`src/hw/rtl/mm3_pkg.sv`:
```
// mm3_pkg: constants, mix mode codes and controller/datapath link types
// for the murmur3 32-bit hash engine; no dependencies
`timescale 1ns / 1ps

package mm3_pkg;

  localparam logic [31:0] MM_C1 = 32'hcc9e2d51;
  localparam logic [31:0] MM_C2 = 32'h1b873593;
  localparam logic [31:0] MM_N  = 32'he6546b64;
  localparam logic [31:0] MM_F1 = 32'h85ebca6b;
  localparam logic [31:0] MM_F2 = 32'hc2b2ae35;

  localparam logic [1:0] MODE_NONE = 2'd0;
  localparam logic [1:0] MODE_TAIL = 2'd1;
  localparam logic [1:0] MODE_FULL = 2'd2;

  localparam int unsigned REG_SEED = 0;

  typedef struct packed {
    logic load;
    logic mul1;
    logic mul2;
    logic acc;
    logic fin1;
    logic fin2;
    logic emit;
  } cmd_t;

  typedef struct packed {
    logic last;
    logic out_busy;
  } sts_t;

endpackage

```
`src/hw/rtl/murmur3_32_hash_top.sv`:
```
// murmur3_32_hash_top: streaming murmur3 x86 32-bit hash with apb seed
// register; instantiates mm3_ctrl and mm3_dpath, uses mm3_pkg
`timescale 1ns / 1ps
//
// Input stream (s_*): one beat per little-endian message word. tdata
// carries data_word in bits 31:0 and byte_count in 34:32; tlast marks the
// final word, whose byte_count (0 to 4, larger values count as 4) gives
// its valid low bytes. Non-last words always count as four bytes.
// Output stream (m_*): one beat per message, the finalized hash in tdata.
// APB: register 0 at address 0 is the seed, loaded at each message start.
// Sequencing: every beat runs through one shared sequencer: the load step,
// two registered multiplies and the accumulate step. A last word adds two
// finalize multiplies and the output load, which waits while the output
// register holds a result that is not yet taken. No new beat is accepted
// until the sequence for the current beat ends.
// Reset clears the seed to zero and closes any open message.
// A stalled receiver holds the result in the output register; the next
// message is accepted meanwhile and only its own result waits for space.
//

module murmur3_32_hash_top import mm3_pkg::*; (
  input  logic        clk,
  input  logic        rst,
  input  logic        s_tvalid,
  output logic        s_tready,
  input  logic [39:0] s_tdata,   // data_word[31:0], byte_count[34:32], zero pad
  input  logic        s_tlast,
  output logic        m_tvalid,
  input  logic        m_tready,
  output logic [31:0] m_tdata,   // hash[31:0]
  input  logic        psel,
  input  logic        penable,
  input  logic        pwrite,
  input  logic [2:0]  paddr,
  input  logic [31:0] pwdata,
  output logic [31:0] prdata,
  output logic        pready
);

  cmd_t        cmd;
  sts_t        sts;
  logic [31:0] seed;
  logic        sel_seed;

  assign pready   = 1'b1;
  assign sel_seed = (paddr[2] == REG_SEED[0]);

  always_ff @(posedge clk) begin
    if (rst) begin
      seed <= 32'd0;
    end else if (psel && penable && pwrite && pready && sel_seed) begin
      seed <= pwdata;
    end
  end

  assign prdata = sel_seed ? seed : 32'd0;

  mm3_ctrl u_ctrl (
    .clk      (clk),
    .rst      (rst),
    .in_valid (s_tvalid),
    .in_ready (s_tready),
    .sts      (sts),
    .cmd      (cmd)
  );

  mm3_dpath u_dpath (
    .clk        (clk),
    .rst        (rst),
    .cmd        (cmd),
    .sts        (sts),
    .seed       (seed),
    .data_word  (s_tdata[31:0]),
    .byte_count (s_tdata[34:32]),
    .last       (s_tlast),
    .out_valid  (m_tvalid),
    .out_ready  (m_tready),
    .hash       (m_tdata)
  );

`ifndef SYNTH
  a_one_at_a_time: assert property (@(posedge clk) disable iff (rst)
    s_tvalid && s_tready |=> !s_tready)
    else $error("beat accepted while previous beat still in work");

  a_word_latency: assert property (@(posedge clk) disable iff (rst)
    s_tvalid && s_tready && !s_tlast |-> ##4 s_tready)
    else $error("non-last word did not finish in four cycles");

  a_emit_free: assert property (@(posedge clk) disable iff (rst)
    cmd.emit |-> !m_tvalid || m_tready)
    else $error("result loaded over a waiting result");
`endif

endmodule

```
`src/hw/rtl/mm3_ctrl.sv`:
```
// mm3_ctrl: sequencer for the murmur3 engine, steps one beat through
// premix, accumulate and, for a last word, finalize; uses mm3_pkg
`timescale 1ns / 1ps

module mm3_ctrl import mm3_pkg::*; (
  input  logic clk,
  input  logic rst,
  input  logic in_valid,
  output logic in_ready,
  input  sts_t sts,
  output cmd_t cmd
);

  localparam logic [2:0] ST_IDLE = 3'd0;
  localparam logic [2:0] ST_MUL1 = 3'd1;
  localparam logic [2:0] ST_MUL2 = 3'd2;
  localparam logic [2:0] ST_ACC  = 3'd3;
  localparam logic [2:0] ST_FIN1 = 3'd4;
  localparam logic [2:0] ST_FIN2 = 3'd5;
  localparam logic [2:0] ST_EMIT = 3'd6;

  logic [2:0] state;
  logic [2:0] state_next;

  always_ff @(posedge clk) begin
    if (rst) begin
      state <= ST_IDLE;
    end else begin
      state <= state_next;
    end
  end

  assign in_ready = (state == ST_IDLE);

  always_comb begin
    cmd        = '0;
    state_next = state;
    case (state)
      ST_IDLE: begin
        if (in_valid) begin
          cmd.load   = 1'b1;
          state_next = ST_MUL1;
        end
      end
      ST_MUL1: begin
        cmd.mul1   = 1'b1;
        state_next = ST_MUL2;
      end
      ST_MUL2: begin
        cmd.mul2   = 1'b1;
        state_next = ST_ACC;
      end
      ST_ACC: begin
        cmd.acc    = 1'b1;
        state_next = sts.last ? ST_FIN1 : ST_IDLE;
      end
      ST_FIN1: begin
        cmd.fin1   = 1'b1;
        state_next = ST_FIN2;
      end
      ST_FIN2: begin
        cmd.fin2   = 1'b1;
        state_next = ST_EMIT;
      end
      ST_EMIT: begin
        if (!sts.out_busy) begin
          cmd.emit   = 1'b1;
          state_next = ST_IDLE;
        end
      end
      default: begin
        state_next = ST_IDLE;
      end
    endcase
  end

endmodule

```
`src/hw/rtl/mm3_dpath.sv`:
```
// mm3_dpath: word register, registered multipliers, accumulator, length
// counter and output register of the murmur3 engine; uses mm3_pkg
`timescale 1ns / 1ps

module mm3_dpath import mm3_pkg::*; (
  input  logic        clk,
  input  logic        rst,
  input  cmd_t        cmd,
  output sts_t        sts,
  input  logic [31:0] seed,
  input  logic [31:0] data_word,
  input  logic [2:0]  byte_count,
  input  logic        last,
  output logic        out_valid,
  input  logic        out_ready,
  output logic [31:0] hash
);

  logic [31:0] k;
  logic [31:0] h;
  logic [31:0] len;
  logic [1:0]  mode;
  logic        last_q;
  logic        msg_open;

  logic [2:0]  cnt_sat;
  logic [31:0] word_masked;
  logic [1:0]  mode_in;
  logic [31:0] len_add;
  logic [31:0] k_rot;
  logic [31:0] hk_rot;
  logic [31:0] h_full;
  logic [31:0] h_len;
  logic [31:0] h_f1;
  logic [31:0] h_f2;

  always_comb begin
    cnt_sat = (byte_count > 3'd4) ? 3'd4 : byte_count;
    case (cnt_sat)
      3'd1:    word_masked = {24'h0, data_word[7:0]};
      3'd2:    word_masked = {16'h0, data_word[15:0]};
      3'd3:    word_masked = {8'h0, data_word[23:0]};
      default: word_masked = data_word;
    endcase
    if (!last || cnt_sat == 3'd4) begin
      mode_in = MODE_FULL;
    end else if (cnt_sat == 3'd0) begin
      mode_in = MODE_NONE;
    end else begin
      mode_in = MODE_TAIL;
    end
    len_add = last ? {29'h0, cnt_sat} : 32'd4;
  end

  assign k_rot  = {k[16:0], k[31:17]};
  assign hk_rot = {h[18:0] ^ k[18:0], h[31:19] ^ k[31:19]};
  assign h_full = hk_rot + {hk_rot[29:0], 2'b00} + MM_N;
  assign h_len  = h ^ len;
  assign h_f1   = h_len ^ {16'h0, h_len[31:16]};
  assign h_f2   = h ^ {13'h0, h[31:13]};

  always_ff @(posedge clk) begin
    if (cmd.load) begin
      k      <= last ? word_masked : data_word;
      mode   <= mode_in;
      last_q <= last;
      len    <= (msg_open ? len : 32'd0) + len_add;
      if (!msg_open) begin
        h <= seed;
      end
    end
    if (cmd.mul1) begin
      k <= k * MM_C1;
    end
    if (cmd.mul2) begin
      k <= k_rot * MM_C2;
    end
    if (cmd.acc) begin
      case (mode)
        MODE_FULL: h <= h_full;
        MODE_TAIL: h <= h ^ k;
        default:   h <= h;
      endcase
    end
    if (cmd.fin1) begin
      h <= h_f1 * MM_F1;
    end
    if (cmd.fin2) begin
      h <= h_f2 * MM_F2;
    end
    if (cmd.emit) begin
      hash <= h ^ {16'h0, h[31:16]};
    end
  end

  always_ff @(posedge clk) begin
    if (rst) begin
      msg_open  <= 1'b0;
      out_valid <= 1'b0;
    end else begin
      if (cmd.acc) begin
        msg_open <= !last_q;
      end
      if (cmd.emit) begin
        out_valid <= 1'b1;
      end else if (out_ready) begin
        out_valid <= 1'b0;
      end
    end
  end

  assign sts.last     = last_q;
  assign sts.out_busy = out_valid && !out_ready;

endmodule
```
`config.mk`:
```
export PLATFORM = sky130hd
export DESIGN_NAME = murmur3_32_hash_top
export DESIGN_NICKNAME = d
export VERILOG_FILES = /design/src/hw/rtl/mm3_pkg.sv /design/src/hw/rtl/murmur3_32_hash_top.sv /design/src/hw/rtl/mm3_ctrl.sv /design/src/hw/rtl/mm3_dpath.sv
export SDC_FILE = /design/constraint.sdc
export NUM_CORES = 2
export LEC_CHECK = 0
export BUFFER_PORTS_ARGS = -buffer_cell sky130_fd_sc_hd__buf_2
export CORE_AREA = 2 2 338 340
export CTS_CLUSTER_DIAMETER = 120
export DETAILED_ROUTE_END_ITERATION = 6
export DIE_AREA = 0 0 340 342
export PLACE_DENSITY = 0.62
export SYNTH_ARGS = -nofsm -noshare
export SYNTH_HDL_FRONTEND = slang
export SYNTH_HIERARCHICAL = 1
export SYNTH_SLANG_ARGS = --single-unit
```
`constraint.sdc`:
```
create_clock -name clk -period 6.8 [get_ports clk]
set_input_delay 1.36 -clock clk [delete_from_list [all_inputs] [get_ports clk]]
set_output_delay 1.36 -clock clk [all_outputs]
set_load 0.02 [all_outputs]
```
# After elaboration in Yosys (flattened, before gate mapping)
# Cells that the tools add are included.
# word_totals
elab_cells,88
output_inout_bits,67
input_bits,83
register_bits,168
# classes
bitwise,8
addsub,3
n_reduce_logical,15
n_eq_ne,16
multipliers,4
order_cmp,1
mux,31
# ops
op,n
32-bit 2-to-1 mux,11
32-bit case mux with 3 select lines,1
32-bit adder,2
32-bit by 31-bit multiplier with 32-bit output (second input constant),2
32-bit case mux with 2 select lines,1
32-bit by 16-bit bitwise XOR with 32-bit output,2
32-bit bitwise XOR,2
32-bit adder (second input constant),1
32-bit by 29-bit multiplier with 32-bit output (second input constant),1
32-bit by 32-bit multiplier with 32-bit output (second input constant),1
32-bit by 19-bit bitwise XOR with 32-bit output,1
3-bit case mux with 7 select lines,1
19-bit bitwise XOR,1
3-bit 2-to-1 mux,5
13-bit bitwise XOR,1
3-bit by 2-bit equality test with 1-bit output (second input constant),4
3-bit equality test (second input constant),4
1-bit 2-to-1 mux,12
3-bit by 1-bit equality test with 1-bit output (second input constant),2
3-bit zero test,2
5-bit by 3-bit inequality test with 1-bit output (second input constant),1
1-bit logical AND,4
2-bit inequality test (second input constant),2
4-bit inequality test (second input constant),1
other kinds (11),13

# Logic depth before layout (Yosys ltp)
# logic_depth
word_depth,8
depth_mapped,27
mapped_depth_nobuf,26

# Modules after synthesis
# Netlist, hierarchy kept.
# modules_own_cells
module,cells_per_inst,area_each_um2,seq_area_each_um2,instances
mm3_dpath,4344,42837.3,3973.8,1
murmur3_32_hash_top,177,1696.6,640.6,1
mm3_ctrl,24,196.4,60.1,1

# Worst setup path before layout
# OpenSTA, ideal clock, no wires.
# synth_path
path_type,reg-to-reg
from,register u_dpath.h[24]
to,"register u_dpath.h[30], data pin"
setup_ps,158
arrival_ps,7116
path_slack_ps,-474
stages_incl_launch_ff,26
n_path_buf,1
path_cell_list,edfxtp_1 -> clkbuf_1 -> xor2_1 -> xnor2_1 -> xor2_1 -> ha_1 -> or2_2 -> fa_1 -> fa_1 -> inv_1 -> fa_1 -> inv_1 -> fa_1 -> fa_1 -> fa_1 -> fa_1 -> ha_1 -> nand2_1 -> nor3_1 -> nand2_1 -> nand3_1 -> o21ba_2 -> o21ai_1 -> a31oi_1 -> xor2_1 -> a211oi_2
# synth_between
elab_chain_cells,7
elab_cells_between_ends,12
# synth_lines
item,line_no,source
start: declaration,mm3_dpath.sv:20,logic [31:0] h;
start signal: assignment,mm3_dpath.sv:80,MODE_FULL: h <= h_full;
start signal: assignment,mm3_dpath.sv:81,MODE_TAIL: h <= h ^ k;
start signal: assignment,mm3_dpath.sv:82,default: h <= h;
13-bit bitwise XOR,mm3_dpath.sv:56,"assign hk_rot = {h[18:0] ^ k[18:0], h[31:19] ^ k[31:19]};"
32-bit adder (2 in a row),mm3_dpath.sv:57,"assign h_full = hk_rot + {hk_rot[29:0], 2'b00} + MM_N;"
32-bit case mux with 2 select lines,mm3_dpath.sv:79,case (mode)
32-bit 2-to-1 mux,mm3_dpath.sv:78,if (cmd.acc) begin
32-bit 2-to-1 mux,mm3_dpath.sv:85,if (cmd.fin1) begin
32-bit 2-to-1 mux (*),mm3_dpath.sv:88,if (cmd.fin2) begin
# Every way passes the cells marked *; elsewhere a longest branch is shown, timed or not.
# A chain may end at the register's enable or synchronous reset.

# Final worst setup path
# layout_path
from,register u_dpath.h[11]
to,"register u_dpath.h[28], data pin"
# layout_between
elab_chain_cells,7
elab_cells_between_ends,12
# layout_lines
item,line_no
19-bit bitwise XOR,mm3_dpath.sv:56
32-bit adder (2 in a row),mm3_dpath.sv:57
32-bit case mux with 2 select lines,mm3_dpath.sv:79
32-bit 2-to-1 mux,mm3_dpath.sv:78
32-bit 2-to-1 mux,mm3_dpath.sv:85
32-bit 2-to-1 mux (*),mm3_dpath.sv:88
# Marks and branches as above.

==> impl_metrics.env <==
export IMPL_syn_nets=6166
export IMPL_cts_hold_buf=0
export IMPL_ys_seq_area_share_pct=10.45
export IMPL_wl_per_cell_um=21.46
export IMPL_firstDrtPassIters=5
export IMPL_dp_hpwl_um=129500
export IMPL_yosysMostFrequentCell="inv_1"
export IMPL_crit_buf_inv=5
export IMPL_r2r_end="u_dpath/h[28]"
export IMPL_clock_fmax_mhz=140.9
export IMPL_die_y_um=342
export IMPL_finClkSkew_ps=26.31
export IMPL_cpMostUsedCell="fa_1"
export IMPL_grt_pass1_wl_um=220800
export IMPL_rsz0062_at_grt="true"
export IMPL_gp_congestion=0.9841
export IMPL_ys_top_cells_by_area="fa_1 33%, ha_1 23%, inv_1 11%"
export IMPL_regArea_um2=4674
export IMPL_postSynthCellCount=4545
export IMPL_synth_async_reset_ratio_pct=0
export IMPL_rr_worst_depth=25
export IMPL_drt_total_wl_um=147500
export IMPL_drtAntennaViolNets=0
export IMPL_die_area_um2=116300
export IMPL_synth_fa_ha_area_share_pct=55.32
export IMPL_whs_ps=491.2
export IMPL_drc=0
export IMPL_period_share_pct=104.4
export IMPL_cpLargestDelayFamily="adder cells"
export IMPL_first_global_vias=35920
export IMPL_ys_top_cells_by_count="1265 x inv_1, 805 x ha_1, 733 x fa_1"
export IMPL_slowest_stage="fa_2"
export IMPL_required_ps=7070
export IMPL_synth_compound_area_share_pct=8.157
export IMPL_io_pins=150
export IMPL_relSlewSlack_pct=20.18
export IMPL_worstHoldEndpoint="seed[7]"
export IMPL_cp_max_fo=4
export IMPL_synth_area_um2=44730
export IMPL_cts_buffers_inserted=17
export IMPL_h_tree_depth=4
export IMPL_grt_max_degree=70
export IMPL_initial_core_util_pct=39.55
export IMPL_port_buffers=141
export IMPL_clock_sinks=168
export IMPL_syn_avg_cell_area_um2=9.842
export IMPL_violations="negative setup slack"
export IMPL_antenna_found_initial=5
export IMPL_r2r_start="u_dpath/h[11]"
export IMPL_synth_area_mux_share_pct=0.9902
export IMPL_hold_violations=0
export IMPL_layout_setup_ws_ps=-298.8
export IMPL_hp_start="seed[7]"
export IMPL_synth_xor_area_share_pct=7.575
export IMPL_worstSetupPathType="flip-flop to flip-flop"
export IMPL_synth_seq_cells=168
export IMPL_layout_drive_gt1_share_pct=21.38
export IMPL_num_rows=124
export IMPL_cts_root_buffer="clkbuf_16"
export IMPL_setup_viol=9
export IMPL_r2r_setup_slack_ps=-300
export IMPL_clkLatencyLatePin_ps=520
export IMPL_clk_pin_slew_worst_paths_ps=80
export IMPL_cts_buffer_depth=2
export IMPL_timing_final_max_slew_violations=0
export IMPL_max_cap_violations=0
export IMPL_fin_util_pct=48.46
export IMPL_worst_slew_pin_slew_ps=1197
export IMPL_area_growth_pct=22.54
export IMPL_outcome="finished with violations"
export IMPL_synth_edff_count=131
export IMPL_synth_top_family_by_area="adder cells"
export IMPL_fin_nets=6968
export IMPL_synth_cell_types=98
export IMPL_fp_dieW_um=340
export IMPL_ys_flop_type="edfxtp_1"
export IMPL_min_period_ps=7099
export IMPL_crit_path_start="u_dpath/h[11]"
export IMPL_vias=34370
export IMPL_cp_end_kind="flip-flop"
export IMPL_fillerInstances=10590
export IMPL_max_stage_delay_ps=560
export IMPL_arrival_ps=7360
export IMPL_vias_per_cell=5.000
export IMPL_worstHoldPathCells=2
export IMPL_overflow=0
export IMPL_hold_class="flip-flop to flip-flop"
export IMPL_drtIter0Drc=2378
export IMPL_tritoncts="done"
export IMPL_synth_largest_area_cell="fa_1"
export IMPL_yosys_area_top_type_share_pct=32.81
export IMPL_critPathLaunchType="flip-flop"
export IMPL_ys_warn_count=6
export IMPL_multiInputGateArea_um2=36620
export IMPL_core_area_um2=113100
export IMPL_track_usage_pct=25.72
export IMPL_yosys_area_share_simple_pct=6.034
## how the worst max path moves through the flow
| stage | endpoint | slack (ps) | depth (start not counted) |
|---|---|---|---|
| after floorplan | u_dpath/h[31] | -2 | 23 |
| final | u_dpath/h[28] | -300 | 25 |
| after detailed placement | u_dpath/h[28] | -520 | 24 |
| after CTS | u_dpath/h[28] | -300 | 25 |
| after global routing | u_dpath/h[29] | -500 | 23 |
| after global placement | u_dpath/h[30] | -480 | 24 |
## area by class of cell
| class | instances | share of cell area, % |
|---|---|---|
| Sequential cell | 168 | 8.528 |
| Multi-Input combinational cell | 3033 | 66.82 |
| Antenna cell | 1 | 0.004565 |
| Clock buffer | 18 | 0.8012 |
| Clock inverter | 14 | 0.3173 |
| Tap cell | 1512 | 3.451 |
| Inverter | 1269 | 8.690 |
| Timing Repair Buffer | 858 | 11.39 |
## sequential cells by signal, summed over array words and instances, names as in the netlist
register           flops
u_dpath/hash          32
u_dpath/len           32
u_dpath/mode           2
u_dpath/h             32
u_dpath/k             32
u_ctrl/state           3
u_dpath/out_valid      1
u_dpath/msg_open       1
seed                  32
u_dpath/last_q         1
## worst register-to-register path: cells and delay by family, from the launching register on
family          cells  cell delay [ps]
buf+inv             5              490
compound gates      4              640
simple gates        4              340
xor+xnor            3              610
fa+ha+maj           9             4310
flops               1              490
## per-layer routing
metal | vias to the layer above | track usage (%) | part of all wire (%)
met1 | 17100 | 34.34 | 43
met4 | 4 | 9.983 | 4.3
met3 | 253 | 3.601 | 6.1
met5 | - | 0 | 0.023
met2 | 1089 | 42.26 | 47
li1 | 15920 | - | -
## per-stage QoR
stage               worst slack (ps)  setup TNS [ps]  std cells  cell area (µm²)
detailed placement            -520.6           -4761       6755            52160
global placement              -484.1           -4306       6755            52160
CTS                           -302.1           -1856       6825            53640
floorplan                     -2.457          -2.457       4545            45130
finish                        -298.8           -1843       6873            54810
global route                  -495.8           -4486       6872            54810
## kinds of logic after synthesis
kind of cell / Yosys count
DFF: 168
xor gates and xnor gates: 386
and+or+nand+nor: 526
other: 1
adders and majority gates: 1538
buffers and inverters: 1344
AOI/OAI and AO/OA: 538
muxes: 44
## cells in the final DEF (no fill, tap or decap), types with 86 or more instances in the layout
cell type	instances
fa_1	712
nand2_1	123
edfxtp_1	131
ha_1	752
buf_4	686
inv_1	1252
o21ai_0	86
buf_2	141
xnor2_1	237
nor2_1	105
xor2_1	91
a21oi_1	126
## timing repair
item,in CTS,in global routing
resized for setup,91,141
pin swaps,65,80
setup endpoints to repair,20,29
gates cloned,0,0
buffers inserted,38,49
Power is left out: the tool's default activity adds up to more than one toggle a clock period on the data nets, which glitch-free logic cannot reach.
